`src/design/amu_pkg.sv`:
```
package amu_pkg;

	localparam int ModeW = 4;
	localparam int AddrW = 16;
	localparam int ByteW = 8;
	localparam int KindW = 2;
	localparam int InDataW = 48;
	localparam int OutDataW = 48;

	typedef enum logic [KindW-1:0] {
		RK_READ    = 2'd0,
		RK_DONE    = 2'd1,
		RK_IGNORED = 2'd2
	} result_kind_t;

	typedef enum logic [ModeW-1:0] {
		M_IMP = 4'd0,
		M_IMM = 4'd1,
		M_ZP  = 4'd2,
		M_ZPX = 4'd3,
		M_ZPY = 4'd4,
		M_ABS = 4'd5,
		M_ABX = 4'd6,
		M_ABY = 4'd7,
		M_IND = 4'd8,
		M_IZX = 4'd9,
		M_IZY = 4'd10,
		M_REL = 4'd11
	} mode_t;

	localparam logic IN_START = 1'b0;
	localparam logic IN_DATA  = 1'b1;

	// sequencer: idle, then one state per operand byte still expected
	typedef enum logic [4:0] {
		ST_IDLE = 5'b00001,
		ST_S1   = 5'b00010,
		ST_S2   = 5'b00100,
		ST_S3   = 5'b01000,
		ST_S4   = 5'b10000
	} state_t;

endpackage

```
`src/design/cpu6502_address_mode_unit_top.sv`:
```
// A result word is registered: it appears in the cycle after its input word is accepted.
// One input word per cycle while the result side takes its words; each input word gives exactly one result word.
// A waiting result holds the input off; the next input word is taken in the cycle
// the result register is taken, or at once while that register is empty.
// Reset (arst_n low, asynchronous): sequencer idle, no result pending.
module cpu6502_address_mode_unit_top (
	input  logic                            clk,
	input  logic                            arst_n,
	input  logic                            s_tvalid,
	output logic                            s_tready,
	// mode[3:0] pc[19:4] x_index[27:20] y_index[35:28] read_data[43:36] zero[47:44]
	input  logic [amu_pkg::InDataW-1:0]     s_tdata,
	// kind[0]
	input  logic                            s_tuser,
	output logic                            m_tvalid,
	input  logic                            m_tready,
	// read_addr[15:0] eff_addr[31:16] new_pc[47:32]
	output logic [amu_pkg::OutDataW-1:0]    m_tdata,
	// result_kind[1:0]
	output logic [amu_pkg::KindW-1:0]       m_tuser
);
	import amu_pkg::*;

	logic [ModeW-1:0] in_mode;
	logic [AddrW-1:0] in_pc;
	logic [ByteW-1:0] in_x;
	logic [ByteW-1:0] in_y;
	logic [ByteW-1:0] in_b;
	logic             in_fire;

	state_t           state_q, nxt_state;
	logic [ModeW-1:0] mode_q;
	logic [AddrW-1:0] pc_q;
	logic [ByteW-1:0] x_q;
	logic [ByteW-1:0] y_q;
	logic [AddrW-1:0] ptr_q, ptr_d;
	logic [ByteW-1:0] held_q;
	logic             ld_held, ld_ptr;

	result_kind_t     nxt_kind;
	logic [AddrW-1:0] nxt_raddr, nxt_eff, nxt_npc;
	logic [AddrW-1:0] pc1, pc2, word;
	logic [ByteW-1:0] ptr_lo_inc;

	logic             m_tvalid_q;
	logic [OutDataW-1:0] m_tdata_q;
	result_kind_t     m_kind_q;

	assign in_mode = s_tdata[3:0];
	assign in_pc   = s_tdata[19:4];
	assign in_x    = s_tdata[27:20];
	assign in_y    = s_tdata[35:28];
	assign in_b    = s_tdata[43:36];

	assign s_tready = !m_tvalid_q || m_tready;
	assign in_fire  = s_tvalid && s_tready;

	assign pc1        = pc_q + AddrW'(1);
	assign pc2        = pc_q + AddrW'(2);
	assign word       = {in_b, held_q};
	assign ptr_lo_inc = ptr_q[ByteW-1:0] + ByteW'(1);

	always_comb begin
		nxt_kind  = RK_IGNORED;
		nxt_raddr = '0;
		nxt_eff   = '0;
		nxt_npc   = '0;
		nxt_state = state_q;
		ld_held   = 1'b0;
		ld_ptr    = 1'b0;
		ptr_d     = word;
		if (s_tuser == IN_START) begin
			if (in_mode == M_IMM) begin
				nxt_kind  = RK_DONE;
				nxt_eff   = in_pc;
				nxt_npc   = in_pc + AddrW'(1);
				nxt_state = ST_IDLE;
			end else if (in_mode == M_IMP || in_mode > M_REL) begin
				nxt_kind  = RK_DONE;
				nxt_npc   = in_pc;
				nxt_state = ST_IDLE;
			end else begin
				nxt_kind  = RK_READ;
				nxt_raddr = in_pc;
				nxt_state = ST_S1;
			end
		end else if (state_q != ST_IDLE) begin
			nxt_state = ST_IDLE;
			case (mode_q)
				M_ZP: begin
					nxt_kind = RK_DONE;
					nxt_eff  = {8'h00, in_b};
					nxt_npc  = pc1;
				end
				M_ZPX: begin
					nxt_kind = RK_DONE;
					nxt_eff  = {8'h00, ByteW'(in_b + x_q)};
					nxt_npc  = pc1;
				end
				M_ZPY: begin
					nxt_kind = RK_DONE;
					nxt_eff  = {8'h00, ByteW'(in_b + y_q)};
					nxt_npc  = pc1;
				end
				M_REL: begin
					nxt_kind = RK_DONE;
					nxt_eff  = pc1 + {{8{in_b[7]}}, in_b};
					nxt_npc  = pc1;
				end
				M_ABS, M_ABX, M_ABY, M_IND: begin
					if (state_q == ST_S1) begin
						ld_held   = 1'b1;
						nxt_kind  = RK_READ;
						nxt_raddr = pc1;
						nxt_state = ST_S2;
					end else if (state_q == ST_S2) begin
						nxt_npc = pc2;
						if (mode_q == M_IND) begin
							ld_ptr    = 1'b1;
							nxt_kind  = RK_READ;
							nxt_raddr = word;
							nxt_npc   = '0;
							nxt_state = ST_S3;
						end else if (mode_q == M_ABX) begin
							nxt_kind = RK_DONE;
							nxt_eff  = word + {8'h00, x_q};
						end else if (mode_q == M_ABY) begin
							nxt_kind = RK_DONE;
							nxt_eff  = word + {8'h00, y_q};
						end else begin
							nxt_kind = RK_DONE;
							nxt_eff  = word;
						end
					end else if (state_q == ST_S3 && mode_q == M_IND) begin
						// page-wrap bug: high byte from the same page
						ld_held   = 1'b1;
						nxt_kind  = RK_READ;
						nxt_raddr = {ptr_q[AddrW-1:ByteW], ptr_lo_inc};
						nxt_state = ST_S4;
					end else if (state_q == ST_S4 && mode_q == M_IND) begin
						nxt_kind = RK_DONE;
						nxt_eff  = word;
						nxt_npc  = pc2;
					end
				end
				M_IZX, M_IZY: begin
					if (state_q == ST_S1) begin
						ld_ptr    = 1'b1;
						ptr_d     = {8'h00, (mode_q == M_IZX) ? ByteW'(in_b + x_q) : in_b};
						nxt_kind  = RK_READ;
						nxt_raddr = ptr_d;
						nxt_state = ST_S2;
					end else if (state_q == ST_S2) begin
						ld_held   = 1'b1;
						nxt_kind  = RK_READ;
						nxt_raddr = {8'h00, ptr_lo_inc};
						nxt_state = ST_S3;
					end else if (state_q == ST_S3) begin
						nxt_kind = RK_DONE;
						nxt_eff  = (mode_q == M_IZY) ? word + {8'h00, y_q} : word;
						nxt_npc  = pc1;
					end
				end
				default: begin
					nxt_kind = RK_IGNORED;
				end
			endcase
		end
	end

	always_ff @(posedge clk or negedge arst_n) begin
		if (!arst_n) begin
			state_q    <= ST_IDLE;
			m_tvalid_q <= 1'b0;
		end else begin
			m_tvalid_q <= in_fire || (m_tvalid_q && !m_tready);
			if (in_fire) begin
				state_q <= nxt_state;
			end
		end
	end

	always_ff @(posedge clk) begin
		if (in_fire) begin
			if (s_tuser == IN_START) begin
				mode_q <= in_mode;
				pc_q   <= in_pc;
				x_q    <= in_x;
				y_q    <= in_y;
			end
			if (ld_held) begin
				held_q <= in_b;
			end
			if (ld_ptr) begin
				ptr_q <= ptr_d;
			end
			m_tdata_q <= {nxt_npc, nxt_eff, nxt_raddr};
			m_kind_q  <= nxt_kind;
		end
	end

	assign m_tvalid = m_tvalid_q;
	assign m_tdata  = m_tdata_q;
	assign m_tuser  = m_kind_q;

	a_imm_done: assert property (@(posedge clk) disable iff (!arst_n)
		in_fire && s_tuser == IN_START && in_mode == M_IMM
		|=> m_tvalid && m_tuser == RK_DONE && m_tdata[31:16] == $past(in_pc))
		else $error("immediate start did not finish at once");

	a_done_idle: assert property (@(posedge clk) disable iff (!arst_n)
		in_fire && nxt_kind == RK_DONE |=> state_q == ST_IDLE)
		else $error("sequencer busy after done result");

	a_read_busy: assert property (@(posedge clk) disable iff (!arst_n)
		in_fire && nxt_kind == RK_READ |=> state_q != ST_IDLE)
		else $error("sequencer idle after read request");

	a_idle_data: assert property (@(posedge clk) disable iff (!arst_n)
		in_fire && s_tuser == IN_DATA && state_q == ST_IDLE
		|=> state_q == ST_IDLE && m_tuser == RK_IGNORED)
		else $error("data while idle not ignored");

	a_kind_valid: assert property (@(posedge clk) disable iff (!arst_n)
		m_tvalid |-> m_tuser == RK_READ || m_tuser == RK_DONE || m_tuser == RK_IGNORED)
		else $error("bad result kind");

endmodule

```
`config.mk`:
```
export PLATFORM = sky130hd
export DESIGN_NAME = cpu6502_address_mode_unit_top
export DESIGN_NICKNAME = d
export VERILOG_FILES = /design/src/design/amu_pkg.sv /design/src/design/cpu6502_address_mode_unit_top.sv
export SDC_FILE = /design/constraint.sdc
export NUM_CORES = 1
export LEC_CHECK = 0
export BUFFER_PORTS_ARGS = -buffer_cell sky130_fd_sc_hd__buf_2
export CORE_MARGIN = 2
export CORE_UTILIZATION = 35
export DETAILED_ROUTE_END_ITERATION = 8
export PLACE_DENSITY = 0.63
export SETUP_SLACK_MARGIN = 0.02
export SLEW_MARGIN = 25
export SYNTH_ARGS = -nofsm -noshare
export SYNTH_HDL_FRONTEND = slang
export SYNTH_SLANG_ARGS = --single-unit
```
`constraint.sdc`:
```
create_clock -name clk -period 6.1 [get_ports clk]
set_input_delay 1.22 -clock clk [delete_from_list [all_inputs] [get_ports clk]]
set_output_delay 1.22 -clock clk [all_outputs]
set_load 0.02 [all_outputs]
```
==> results of run 1 <==
==> logic make-up (layout without fill, tap and decap cells) <==
logic type,after synthesis,after routing,share of synthesized area (%)
compound gates,321,321,24.8
simple gates,295,295,16.7
flops,116,116,39.4
xor+xnor,63,63,6.52
buf+inv,61,158,2.79
fa+ha+maj,54,54,8.14
mux,14,14,1.66
==> report_power, final <==
part	internal [W]	leakage [nW]	switching, W
Combinational	0.000144	2.37	0.000266
Sequential	0.000914	1.12	0.0000229
Clock	0.000687	0.303	0.000404
==> worst paths after layout <==
check                                   end  cells after the start
worst max-delay path            m_tdata[31]                     14
worst min-delay path               m_tvalid                      2
worst max register to register  m_tdata[31]                     14
worst min register to register     m_tvalid                      2
max in group asynchronous        state_q[0]                      1
min in group asynchronous          m_tvalid                      1
==> layout make-up <==
cell class / count / share of cell area, %
Multi-Input combinational cell: 747 / 49.8
Timing Repair Buffer: 106 / 5.54
Sequential cell: 116 / 33.8
Inverter: 20 / 0.735
Clock inverter: 15 / 2.00
Clock buffer: 17 / 4.16
Tap cell: 324 / 3.97
==> stage by stage <==
step / hold slack [ns] / cell area [µm²] / worst slack (ns) / utilization, %
final: 0.523 / 10200 / 1.72 / 41.8
after detailed placement: 0.518 / 9550 / 1.83 / 39.1
after global placement: 0.508 / 9550 / 1.92 / 39.0
after CTS: 0.533 / 10200 / 1.81 / 41.6
after global routing: 0.580 / 10200 / 1.52 / 41.8
after floorplan: 0.500 / 8760 / 1.17 / -
==> critical path: cells and delay by family (launching register included) <==
kind,cells,cell delay (ns)
compound gates,6,1.42
xor+xnor,1,0.36
fa+ha+maj,2,0.65
flops,1,0.70
mux,1,0.10
simple gates,4,0.88
==> registers in the layout, summed over array words and instances, names as in the netlist <==
signal	count
held_q	8
m_tuser	2
y_q	8
pc_q	16
m_tvalid	1
mode_q	4
m_tdata	48
ptr_q	16
x_q	8
state_q	5
==> layout by cell type, fill, tap and decap left out, types with 18 or more instances in the layout <==
cell type,n
a22oi_1,18
o22ai_1,23
ha_1,49
buf_2,100
o21ai_0,71
inv_1,19
nand2_1,95
xor2_1,22
nor2_1,57
edfxtp_1,110
a21oi_1,56
a21o_1,18
xnor2_1,40
nand3_1,39
==> layer usage <==
metal	GRT usage, %	wire (µm)	vias to the layer above
met5	0	0	-
met4	5.99	624	0
met3	4.09	2430	46
met2	31.8	12000	387
met1	30.3	12200	3738
li1	-	-	3758
==> results.md, run 1 <==
* First-pass DRT Iterations at 9
* Final #Nets at 1115
* Outcome: finished, violations left
* Setup crit end kind: register
* Bufs on Longest Clock Path at 2
* Storage cell area at 0.00345 mm²
* Peak fanout along the critical path at 13
* Synth top area share at 37.7%
* WL/cell at 20.2 µm
* Worst EP arrival at 4.54 ns
* Top post-synthesis cells by area: edfxtp_1, ha_1, nand2_1
* Most frequent cells after synthesis: edfxtp_1, nand2_1, o21ai_0
* Dpl hpwl at 20700 µm
* Die footprint at 0.0263 mm²
* Reg2reg start: pc_q[0]
* # DRC at 13
* Setup total negative slack at 0 ns
* Yosys warnings at 0
* CTS tree: yes
* Number of flops mapped to enable cells by yosys at 110
* Worst Hold Class: register to register
* Startpoint types: register
* Sequential share of the synthesized area at 39.4%
* Synthesized Nets at 1031
* Kind of critical path: register to register
* Vias per inst at 5.90
* Diodes inserted at 0
* CTS Hold Bufs at 0
* Worst-Skew Late Latency at 0.43 ns
* Hold path start: m_tvalid
* Global-route wire length before repair at 42000 µm
* Critical Path Slowest Stage Cell: edfxtp_1
* Clock tree sinks at 116
* Clk_skew at 0.00694 ns
* Initial antenna violation count at 0
* Cell count after placement at 1312
* Final wirelength at 27200 µm
* Synth area leader: edfxtp_1
* CTS-repair resized insts at 0
* CTS clk-pin slew, worst paths at 0.06 ns
* Largest net degree at the start of global routing at 51
* Post-route ant nets at 0
* Fillers at 2377
* Syn Std Cell Area at 0.00876 mm²
* Total CTS buffers at 17
* Tcrit/Tclk final at 71.8%
* Ys flop type: edfxtp_1
* Synthesis-to-layout area growth at 16.6%
* Pwr Total at 0.00244 W
* Cells after Synth at 924
* Critical path cell sequence: ha_1, nand3_1, nor2_1, nand3_1, xnor2_1, ha_1, a21o_1, nand2_1, a21boi_2, a211oi_2, a211oi_4, mux2i_1, a211o_1, a32o_1
* Rows at 57
* Worst-margin pin slew at 1.03 ns
* Postcts setup bufs at 0
* Async S/R FF share, synth at 5.17%
* Total GRT Usage at 20.9%
* Core area at 0.0245 mm²
* LEAKAGE at 3.80 nW
* Die X at 162 µm
* Max-Cap Viols at 0
* Worst VDD drop at 151 µV
* H-tree Lvls at 4
* Layout Cells excl Fill at 1345
* Number of global-route vias before repair at 7295
* IO Port Bufs at 100
* Post-synthesis area per instance at 9.48 µm²
* Max frequency at 228 MHz
* Share of cells above drive strength 1 at 16.4%
* R2r setup slk at 1.72 ns
* DR vias at 7929
* Slew HR at 30.8%
* Area of the multi-input gates at 0.00508 mm²
* Setup violations, final at 0
* Slowest Stage Delay on Critical Path at 0.70 ns
* Count of cell types in the netlist at 74
* Fin. Hold Viols at 0
* Fin. max-slew vios at 0
* Crit path from: pc_q[0]
* Synthesis-stage register bit count at 116
* Failing checks: DRC
* GR Overflow Total at 0
* Ports at 105
* Initial Util at 35.8%
* Die Ht at 162 µm
* WP data required at 6.27 ns
* RSZ-0062 raised after global routing: no
* Routability congestion estimate from global placement at 0.914
* Clock root buffer: clkbuf_16
* Most common cell in the synthesized netlist: edfxtp_1
* 1st-iter DRT viols at 1149
* Minimum clock period at 4.38 ns
* Pwr dens at 239 mW/mm²
(Power assumes the default switching activity.)
==> run 2, diff against run 1 <==
Settings changed: ABC_AREA set to 1, PLACE_DENSITY 0.63 to 0.64.
Clock period 6.1 ns to 3.5 ns, I/O delays scaled along.
==> results.md, run 2 <==
* Outcome: completed
* Die footprint at 0.0298 mm² (+13%)
* Synthesized Nets at 1463 (+42%)
* Most used cell along the critical path: nand2_1
* Most common cell in the synthesized netlist: nand2_1
* Total CTS buffers at 17 (unchanged)
* Vias per inst at 5.53 (-6.2%)
* IO Port Bufs at 100 (unchanged)
* Die X at 173 µm (+6.5%)
* Tcrit/Tclk final at 94.2% (+22 points)
* Synth top area share at 33.2% (-4.5 points)
* Reg2reg start: pc_q[1]
* Count of cell types in the netlist at 61 (-18%)
* CTS tree: yes
* R2r setup slk at 0.20 ns (-1.52 ns)
* Synthesis-stage register bit count at 116 (unchanged)
* Sequential share of the synthesized area at 34.7% (-4.7 points)
* Peak fanout along the critical path at 4 (-9)
* Rows at 61 (+7.0%)
* CTS Hold Bufs at 0 (unchanged)
* Max FFs per register at 48 (unchanged)
* Most frequent cells in the layout: nand2_1, inv_1, edfxtp_1
* Max frequency at 303 MHz (+33%)
* Kind of critical path: register to register
* Slowest Stage Delay on Critical Path at 0.40 ns (-0.30 ns)
* Worst EP arrival at 3.49 ns (-1.05 ns)
* Diodes inserted at 0 (unchanged)
* Fin. Hold Viols at 0 (unchanged)
* Async S/R FF share, synth at 5.17% (unchanged)
* Worst-Skew Late Latency at 0.44 ns (about the same)
* Largest net degree at the start of global routing at 51 (unchanged)
* Top post-synthesis cells by area: edfxtp_1, nand2_1, inv_1
* # DRC at 0 (-13)
* Worst R2R End: m_tdata[21]
* Initial antenna violation count at 0 (unchanged)
* Area share of fa/ha/maj cells after synthesis at 7.16% (-0.98 points)
* Syn Std Cell Area at 0.00996 mm² (+14%)
* Buf/Inv on CP at 2 (+2)
* Number of global-route vias before repair at 9829 (+35%)
* Startpoint types: register
* Minimum clock period at 3.30 ns (-1.08 ns)
* Total GRT Usage at 24.0% (+3.1 points)
* Fin. max-slew vios at 0 (unchanged)
* Pwr Total at 0.00434 W (+78%)
* CTS clk-pin slew, worst paths at 0.06 ns (about the same)
* Max-Cap Viols at 0 (unchanged)
* DR vias at 10.5k (+32%)
* Ys flop type: edfxtp_1
* First-pass DRT Iterations at 6 (-3)
* Cell count after placement at 1860 (+42%)
* H-tree Lvls at 4 (unchanged)
* Mux contribution to synthesized area at 0% (-1.7 points)
* Critical path cell sequence: buf_4, ha_1, or2_2, nand2_1, inv_1, ha_1, a21oi_1, nand2_1, nand2_1, a21oi_1, or2_2, nand3_1, o211ai_1, nor2_1, nand2_1, nand2_1, nand2_1
* WL/cell at 19.3 µm (-4.6%)
* 1st-iter DRT viols at 1150 (+0.087%)
* CTS-repair resized insts at 0 (unchanged)
* Final #Nets at 1608 (+44%)
* Area share of xor/xnor cells in the synthesized design at 4.13% (-2.4 points)
* RSZ-0062 raised after global routing: yes
* GR Overflow Total at 0 (unchanged)
* Delay-heaviest family, CP: simple AND/OR/NAND/NOR gates
* Initial Util at 35.7% (-0.061 points)
* Core area at 0.0279 mm² (+14%)
* Yosys warnings at 0 (unchanged)
* Layout Cells excl Fill at 1892 (+41%)
* Postcts setup bufs at 0 (unchanged)
* Post-route ant nets at 0 (unchanged)
* Clk_skew at 0.0164 ns (+0.00950 ns)
* Ports at 105 (unchanged)
* Routability congestion estimate from global placement at 0.951 (+4.0%)
* Main combinational cell family by area after synthesis: simple AND/OR/NAND/NOR gates
* Setup crit end kind: register
* Die Ht at 173 µm (+6.5%)
* Critical Path Slowest Stage Cell: edfxtp_1
* Clock root buffer: clkbuf_16
* LEAKAGE at 5.27 nW (+39%)
* Reg2Reg Depth at 17 (+3)
* Most frequent cells after synthesis: nand2_1, inv_1, edfxtp_1
* Cells after Synth at 1356 (+47%)
* Synthesis-to-layout area growth at 19.7%
* Slew HR at 50.3% (+19 points)
* Dpl hpwl at 28600 µm (+38%)
* Clock tree sinks at 116 (unchanged)
* Number of flops mapped to enable cells by yosys at 110 (unchanged)
* Post-synthesis area per instance at 7.34 µm² (-23%)
* Pwr dens at 364 mW/mm² (+53%)
* Setup violations, final at 0 (unchanged)
* WP data required at 3.69 ns (-2.58 ns)
* Fillers at 2883 (+21%)
* Bufs on Longest Clock Path at 2 (unchanged)
* Worst-margin pin slew at 0.745 ns (-0.285 ns)
* Synth area leader: edfxtp_1
* Post-synthesis compound-gate area fraction at 17.0% (-7.8 points)
* Worst VDD drop at 199 µV (+32%)
* Commonest non-fill, non-tap cell in the layout: nand2_1
* Post-Synth Simple-Gate Area at 28.4% (+12 points)
* Global-route wire length before repair at 55600 µm (+32%)
* Final wirelength at 36500 µm (+34%)
* Worst Hold Class: input port to asynchronous set/reset pin
* Share of cells above drive strength 1 at 17.6% (+1.2 points)
-- run 2: cell count changes in the layout (fill, tap and decap cells not counted), moves of 14 or more --
| cell | before | now |
|---|---|---|
| nor2_1 | 57 | 97 |
| a21o_1 | 18 | 4 |
| a21oi_1 | 56 | 74 |
| inv_1 | 19 | 166 |
| buf_4 | 5 | 54 |
| a222oi_1 | 16 | 0 |
| xnor2_1 | 40 | 14 |
| nand2_1 | 95 | 349 |
| nand3_1 | 39 | 108 |
-- run 2: how the worst max path moves through the flow --
stage               cells past startpoint      from          end
floorplan                               4  m_tready    mode_q[0]
global placement                       17   pc_q[1]  m_tdata[27]
detailed placement                     19   pc_q[1]  m_tdata[28]
CTS                                    19   pc_q[2]  m_tdata[28]
global route                           17   pc_q[1]  m_tdata[21]
finish                                 17   pc_q[1]  m_tdata[21]
-- run 2: area by class of cell --
cell class | count | area (µm²) | share of cell area (%)
clock inverters | 11 | 125 | 1.05
clock buffers | 21 | 470 | 3.95
repair buffers | 155 | 926 | 7.77
flip-flops and latches | 116 | 3450 | 29.0
well taps | 378 | 473 | 3.97
multi-input cells | 1025 | 5760 | 48.3
inverters | 186 | 712 | 5.97
-- run 2: through the flow --
step	util, %	hold slack (ns)	cell area, µm²	setup WS (ns)	setup TNS [ns]
floorplan	-	0.404	9960	0.456	0
global route	42.8	0.0863	11900	-0.0164	-0.0316
CTS	42.4	0.0777	11800	0.0740	0
detailed placement	40.3	0.512	11200	0.104	0
global placement	40.3	0.488	11200	0.197	0
finish	42.8	0.0753	11900	0.202	0
-- run 2: cell families after synthesis --
kind of cell,count (synthesis)
simple gates,643
buf+inv,215
flops,116
fa+ha+maj,54
xor+xnor,47
compound gates,281
-- run 2: where the power goes --
group / switching [W] / internal (W) / leakage [nW] / total [W]
Combinational: 0.000620 / 0.000294 / 3.87 / 0.000914
Sequential: 0.0000305 / 0.00159 / 1.12 / 0.00162
Clock: 0.000699 / 0.00111 / 0.280 / 0.00181
Total: 0.00135 / 0.00299 / 5.27 / 0.00434
-- run 2: metal layers --
layer  track usage, %  vias to the layer above  wire length, µm  part of all wire [%]
met3             4.75                       81             3140                   8.6
met4             8.76                        0             1150                   3.1
met1             32.6                     4923            15800                    43
li1                 -                     4939                -                     -
met5                0                        -                0                     0
met2             38.0                      521            16500                    45
-- run 2: worst register-to-register path, cell delays in order, from the launching register on --
cell,delay (ns)
edfxtp_1,0.40
buf_4,0.16
ha_1,0.21
or2_2,0.28
nand2_1,0.10
inv_1,0.06
ha_1,0.33
a21oi_1,0.14
nand2_1,0.16
nand2_1,0.13
a21oi_1,0.14
or2_2,0.30
nand3_1,0.10
o211ai_1,0.10
nor2_1,0.09
nand2_1,0.14
nand2_1,0.14
nand2_1,0.07
